==> src/hw/rtl/gsps_pkg.sv <==
// shared types, codes and neighbor tables for the grid shortest path search unit
// no dependencies; imported by gsps_ctrl, gsps_dp and the top level
package gsps_pkg;

   // default store size
   localparam int MAX_COLS_DEF = 64;
   localparam int MAX_ROWS_DEF = 64;

   // fixed field widths
   localparam int CSR_IDX_W  = 3;
   localparam int CSR_DATA_W = 7;
   localparam int EXT_W      = 9;
   localparam int DIST_OUT_W = 12;

   // neighbor counter codes
   localparam logic [3:0] K_SELF = 4'd4;
   localparam logic [3:0] K_LAST = 4'd8;

   // configuration register indexes
   localparam logic [CSR_IDX_W-1:0] CSR_GRID_W   = 3'd0;
   localparam logic [CSR_IDX_W-1:0] CSR_GRID_H   = 3'd1;
   localparam logic [CSR_IDX_W-1:0] CSR_DIAG     = 3'd2;
   localparam logic [CSR_IDX_W-1:0] CSR_START_C  = 3'd3;
   localparam logic [CSR_IDX_W-1:0] CSR_START_R  = 3'd4;
   localparam logic [CSR_IDX_W-1:0] CSR_GOAL_C   = 3'd5;
   localparam logic [CSR_IDX_W-1:0] CSR_GOAL_R   = 3'd6;

   typedef enum logic [1:0] {
      REQ_WALL = 2'd0,
      REQ_RUN  = 2'd1,
      REQ_READ = 2'd2,
      REQ_NONE = 2'd3
   } req_kind_type;

   typedef enum logic [1:0] {
      ST_OK       = 2'd0,
      ST_NO_PATH  = 2'd1,
      ST_BAD_GEOM = 2'd2,
      ST_NO_TRACE = 2'd3
   } status_type;

   typedef enum logic [2:0] {
      RES_ZERO,
      RES_GEOM,
      RES_NOREAD,
      RES_NOPATH,
      RES_RUNOK,
      RES_PATH,
      RES_PATH_LAST
   } res_type;

   typedef enum logic [3:0] {
      S_INIT,
      S_IDLE,
      S_CLR,
      S_SEED,
      S_POP,
      S_POP_W,
      S_NB_ADDR,
      S_NB_CHK,
      S_RD_CUR,
      S_RD_CUR_W,
      S_RNB_ADDR,
      S_RNB_CHK,
      S_RD_END,
      S_OUT
   } state_type;

   typedef struct packed {
      logic    wclr_step;
      logic    wall_wr;
      logic    run_begin;
      logic    clr_step;
      logic    seed;
      logic    q_rd;
      logic    pop_latch;
      logic    trace_set;
      logic    nb_addr;
      logic    nb_chk_run;
      logic    nb_chk_rd;
      logic    rd_cur;
      logic    rd_latch;
      logic    trace_clr;
      logic    rd_end;
      logic    rsp_load;
      res_type res;
   } cmd_type;

   typedef struct packed {
      logic clr_done;
      logic geom_ok;
      logic trace_valid;
      logic q_empty;
      logic pop_is_goal;
      logic nb_last;
      logic cursor_is_start;
      logic rsp_free;
   } stat_type;

   // column offset of neighbor k, two-bit signed
   function automatic logic [1:0] nb_dx(input logic [3:0] k);
      logic [1:0] d;
      unique case (k)
         4'd0, 4'd1, 4'd2: d = 2'b11;
         4'd6, 4'd7, 4'd8: d = 2'b01;
         default:          d = 2'b00;
      endcase
      return d;
   endfunction

   // row offset of neighbor k, two-bit signed
   function automatic logic [1:0] nb_dy(input logic [3:0] k);
      logic [1:0] d;
      unique case (k)
         4'd0, 4'd3, 4'd6: d = 2'b11;
         4'd2, 4'd5, 4'd8: d = 2'b01;
         default:          d = 2'b00;
      endcase
      return d;
   endfunction

endpackage

==> src/hw/rtl/gsps_ctrl.sv <==
// sequencer for the grid shortest path search unit
// depends on gsps_pkg; drives gsps_dp through cmd_type and reads stat_type
module gsps_ctrl import gsps_pkg::*; (
   input  logic       clock,
   input  logic       reset,
   input  logic       req_tvalid,
   output logic       req_tready,
   input  logic [1:0] req_tuser,
   input  stat_type   stat,
   output cmd_type    cmd
);

   state_type state_ff, state_in;
   res_type   res_ff, res_in;

   // state register
   always_ff @(posedge clock) begin
      if (reset) begin
         state_ff <= S_INIT;
         res_ff   <= RES_ZERO;
      end else begin
         state_ff <= state_in;
         res_ff   <= res_in;
      end
   end

   // next state and commands
   always_comb begin
      state_in   = state_ff;
      res_in     = res_ff;
      cmd        = '0;
      cmd.res    = res_ff;
      req_tready = (state_ff == S_IDLE);
      unique case (state_ff)
         S_INIT: begin
            cmd.wclr_step = 1'b1;
            if (stat.clr_done) state_in = S_IDLE;
         end
         S_IDLE: begin
            if (req_tvalid) begin
               unique case (req_kind_type'(req_tuser))
                  REQ_WALL: begin
                     cmd.wall_wr = 1'b1;
                     res_in      = RES_ZERO;
                     state_in    = S_OUT;
                  end
                  REQ_RUN: begin
                     cmd.run_begin = 1'b1;
                     if (stat.geom_ok) begin
                        state_in = S_CLR;
                     end else begin
                        res_in   = RES_GEOM;
                        state_in = S_OUT;
                     end
                  end
                  REQ_READ: begin
                     if (stat.trace_valid) begin
                        state_in = S_RD_CUR;
                     end else begin
                        res_in   = RES_NOREAD;
                        state_in = S_OUT;
                     end
                  end
                  REQ_NONE: begin
                     res_in   = RES_ZERO;
                     state_in = S_OUT;
                  end
               endcase
            end
         end
         S_CLR: begin
            cmd.clr_step = 1'b1;
            if (stat.clr_done) state_in = S_SEED;
         end
         S_SEED: begin
            cmd.seed = 1'b1;
            state_in = S_POP;
         end
         S_POP: begin
            if (stat.q_empty) begin
               res_in   = RES_NOPATH;
               state_in = S_OUT;
            end else begin
               cmd.q_rd = 1'b1;
               state_in = S_POP_W;
            end
         end
         S_POP_W: begin
            cmd.pop_latch = 1'b1;
            if (stat.pop_is_goal) begin
               cmd.trace_set = 1'b1;
               res_in        = RES_RUNOK;
               state_in      = S_OUT;
            end else begin
               state_in = S_NB_ADDR;
            end
         end
         S_NB_ADDR: begin
            cmd.nb_addr = 1'b1;
            state_in    = S_NB_CHK;
         end
         S_NB_CHK: begin
            cmd.nb_chk_run = 1'b1;
            state_in       = stat.nb_last ? S_POP : S_NB_ADDR;
         end
         S_RD_CUR: begin
            cmd.rd_cur = 1'b1;
            state_in   = S_RD_CUR_W;
         end
         S_RD_CUR_W: begin
            cmd.rd_latch = 1'b1;
            if (stat.cursor_is_start) begin
               cmd.trace_clr = 1'b1;
               res_in        = RES_PATH_LAST;
               state_in      = S_OUT;
            end else begin
               state_in = S_RNB_ADDR;
            end
         end
         S_RNB_ADDR: begin
            cmd.nb_addr = 1'b1;
            state_in    = S_RNB_CHK;
         end
         S_RNB_CHK: begin
            cmd.nb_chk_rd = 1'b1;
            state_in      = stat.nb_last ? S_RD_END : S_RNB_ADDR;
         end
         S_RD_END: begin
            cmd.rd_end = 1'b1;
            res_in     = RES_PATH;
            state_in   = S_OUT;
         end
         S_OUT: begin
            if (stat.rsp_free) begin
               cmd.rsp_load = 1'b1;
               state_in     = S_IDLE;
            end
         end
         default: state_in = S_IDLE;
      endcase
   end

endmodule

==> config.mk <==
export PLATFORM = sky130hd
export DESIGN_NAME = gsps_ctrl
export DESIGN_NICKNAME = d
export VERILOG_FILES = /design/src/hw/rtl/gsps_pkg.sv /design/src/hw/rtl/gsps_ctrl.sv
export SDC_FILE = /design/constraint.sdc
export NUM_CORES = 1
export LEC_CHECK = 0
export ABC_AREA = 1
export BUFFER_PORTS_ARGS = -buffer_cell sky130_fd_sc_hd__buf_2
export CORE_UTILIZATION = 42
export CTS_CLUSTER_DIAMETER = 200
export CTS_CLUSTER_SIZE = 25
export DETAILED_ROUTE_END_ITERATION = 12
export GPL_TIMING_DRIVEN = 0
export PLACE_DENSITY_LB_ADDON = 0.3
export SETUP_SLACK_MARGIN = 0.02
export SLEW_MARGIN = 40
export SYNTH_ARGS = -nofsm -noshare
export SYNTH_HDL_FRONTEND = slang
export SYNTH_SLANG_ARGS = --single-unit
==> constraint.sdc <==
create_clock -name clock -period 1.2 [get_ports clock]
set_input_delay 0 -clock clock [delete_from_list [all_inputs] [get_ports clock]]
set_output_delay 0 -clock clock [all_outputs]
set_load 0.005 [all_outputs]
==> results.toml <==
[timing]
worst_slew_pin_slew_ns = 0.2659
hold_viol_final = 0
fin_ws_ns = -0.1308
fin_skew_ns = 0.0007377
fin_tns_setup_ns = -0.8941
worst_hold_slack_ns = 0.007708
slew_violations = 0
min_period_over_period_pct = 110.9
rsz0062_at_grt = "true"
fin_crit_ns = 1.331
setup_viol = 13
max_freq_ghz = 0.7514
relSlewSlack_pct = 82.23

[clock_network]
cts_tree = "done"
h-tree-depth = 1
cts_root_buffer = "clkbuf_4"
cts_buffers = 3
clk_latency_ns = 0.26
cts_buffer_depth = 2
clk_pin_slew_ns = 0.05
clkSinkCount = 7

[cells_and_area]
design_area_mm2 = 0.001244
layout_commonest_cell = "nand2_1"
antenna_cells = 0
nFillCells = 156
area_growth_pct = 63.22
final_cell_mix = "nand2_1 (32), buf_2 (31), inv_1 (23), nor2_1 (13), nand2_2 (11)"
nets = 207
layout-drive-gt1-share_pct = 51.05

[floorplan]
die_w_um = 44.60
dieArea_mm2 = 0.001989
initial_core_util_pct = 44.62
die_h_um = 44.60
coreArea_mm2 = 0.001708
ioPinCount = 33
row_count = 15

[detailed_routing]
drc_errors = 0
via_per_inst = 4.893
wire_per_inst_um = 11.47
postRouteAntennaNets = 0
drt-initial-drc-count = 23
dr.pass1.iters = 4
num_vias = 1052
wl_mm = 2.466

[min_path]
min_from = "reset"
hold_end = "state_ff[0]$_SDFFE_PP0P_"
hold_path_class = "in2reg"
hold_depth = 3

[setup_path]
arrival_ns = 1.51
critPathKind = "reg2reg"
r2r_end = "state_ff[2]$_SDFFE_PP0P_"
rrSetupSlack_ns = -0.13
worst_r2r_path_depth = 8
crit_path_max_fanout = 6
start_kind = "register"
worst_setup_path_end_kind = "register"
worst_ep_required_time_ns = 1.38
timing.rr.start = "state_ff[0]$_SDFFE_PP0P_"

[grt]
grt_max_degree = 9
antenna_found_initial = 0
grt_pass1_wl_mm = 3.539
grtUsageTotal_pct = 24.46
grt_pass1_vias = 872
grt-ovfl-total = 0

[place]
dp_slack_ns = -0.1642
port_buffers = 32
placed_area_um2 = 968.4
post-dp-hpwl_mm = 1.612
place.gp.congestion = 0.9165

[synthesis]
syn-cell-area_um2 = 762.0
synth_cell_types = 21
ys_warn_count = 0
syn_avg_cell_area_um2 = 5.219
synth_fp_nets = 162
ys_seq_area_share_pct = 18.39
ys_ff_latch = 7
synthCells = 146

[flow_run]
cap_violations = 0

[pwr]
p_leak_uw = 0.0007307
ir_drop_mv = 1.156
powerDensity_mw_per_mm2 = 2147

[status]
violations = "negative setup slack"
status = "finished with violations"
-- power breakdown --
| part | switching, uW | internal [uW] | total (uW) |
|---|---|---|---|
| clock network | 89.5 | 127 | 217 |
| registers | 146 | 340 | 486 |
| logic | 1170 | 798 | 1970 |
| total | 1410 | 1260 | 2670 |
-- cell type report --
| cell class | count | area, um2 | share of cell area (%) |
|---|---|---|---|
| Tap cell | 25 | 31.28 | 2.515 |
| Inverter | 33 | 128.9 | 10.36 |
| Clock buffer | 4 | 26.28 | 2.113 |
| Timing Repair Buffer | 41 | 240.2 | 19.32 |
| Sequential cell | 7 | 155.1 | 12.47 |
| Multi-Input combinational cell | 105 | 661.9 | 53.22 |
-- metrics by stage --
step                      std cells  utilization [%]  total power [uW]
after global routing            215            72.82              2905
after CTS                       213            67.91              2348
final                           215            72.82              2671
after detailed placement        203            56.70              1715
after global placement          203            56.70              1687
after floorplan                 146                -              1360
-- sequential cells by signal, summed over array words and instances, names as in the netlist --
signal / flops
state_ff: 4
res_ff: 3
-- critical path, cell delays in order (launching register included) --
cell and delay, ns:
dfxtp_4 0.39, inv_4 0.05, nor2_4 0.21, nand2_4 0.11, nor2_1 0.11, nand2_1 0.09
nand2_1 0.10, nand2_1 0.05, a21oi_1 0.13
-- routing by layer --
layer | GRT usage (%) | vias up | routed length [um]
met2 | 45.29 | 40 | 1308
li1 | - | 527 | -
met4 | 10.91 | 0 | 48
met1 | 28.61 | 478 | 954
met3 | 1.224 | 7 | 154
met5 | 0 | - | 0
-- cells in the mapped netlist --
cell type | n | share of area, %
nand4_1 | 3 | 2.5
nand2_2 | 1 | 0.82
nand3_2 | 1 | 1.3
nor2_2 | 4 | 3.3
or2_2 | 1 | 0.82
buf_2 | 1 | 0.66
nand2_1 | 46 | 23
ha_1 | 3 | 4.9
nand3_1 | 6 | 3.9
inv_2 | 2 | 0.99
a21oi_1 | 5 | 3.3
nor3_1 | 3 | 2.0
inv_1 | 30 | 15
clkinv_1 | 1 | 0.49
o211ai_1 | 2 | 2.0
o21ai_0 | 3 | 2.0
nand3b_1 | 1 | 0.99
nor3b_1 | 1 | 0.99
nor2_4 | 1 | 1.5
dfxtp_1 | 7 | 18
nor2_1 | 24 | 12
-- cells by family (layout without fill, tap and decap cells) --
group           count (synthesis)  count (layout)  synth area share [%]
simple gates                   92              92                 52.55
fa+ha+maj                       3               3                 4.927
compound gates                 10              10                 7.223
flops                           7               7                 18.39
buf+inv                        34              78                 16.91
-- worst max path at each step --
stage | cells past startpoint | start | end
3_5_place_dp | 8 | state_ff[2]$_SDFFE_PP0P_ | res_ff[1]$_SDFFE_PP0P_
2_1_floorplan | 8 | state_ff[2]$_SDFFE_PP0P_ | res_ff[0]$_SDFFE_PP0P_
4_1_cts | 9 | state_ff[0]$_SDFFE_PP0P_ | res_ff[1]$_SDFFE_PP0P_
6_report | 8 | state_ff[0]$_SDFFE_PP0P_ | state_ff[2]$_SDFFE_PP0P_
3_3_place_gp | 8 | state_ff[2]$_SDFFE_PP0P_ | res_ff[1]$_SDFFE_PP0P_
5_1_grt | 8 | state_ff[0]$_SDFFE_PP0P_ | state_ff[2]$_SDFFE_PP0P_
-- what timing repair did --
action,4_1_cts,5_1_grt
hold buffers,1,0
setup endpoints to repair,16,19
gates resized for setup,37,25
setup buffers,5,3
pin swaps,14,17
hold endpoints to repair,3,0
Note: power is estimated with default switching activity, not from simulation.
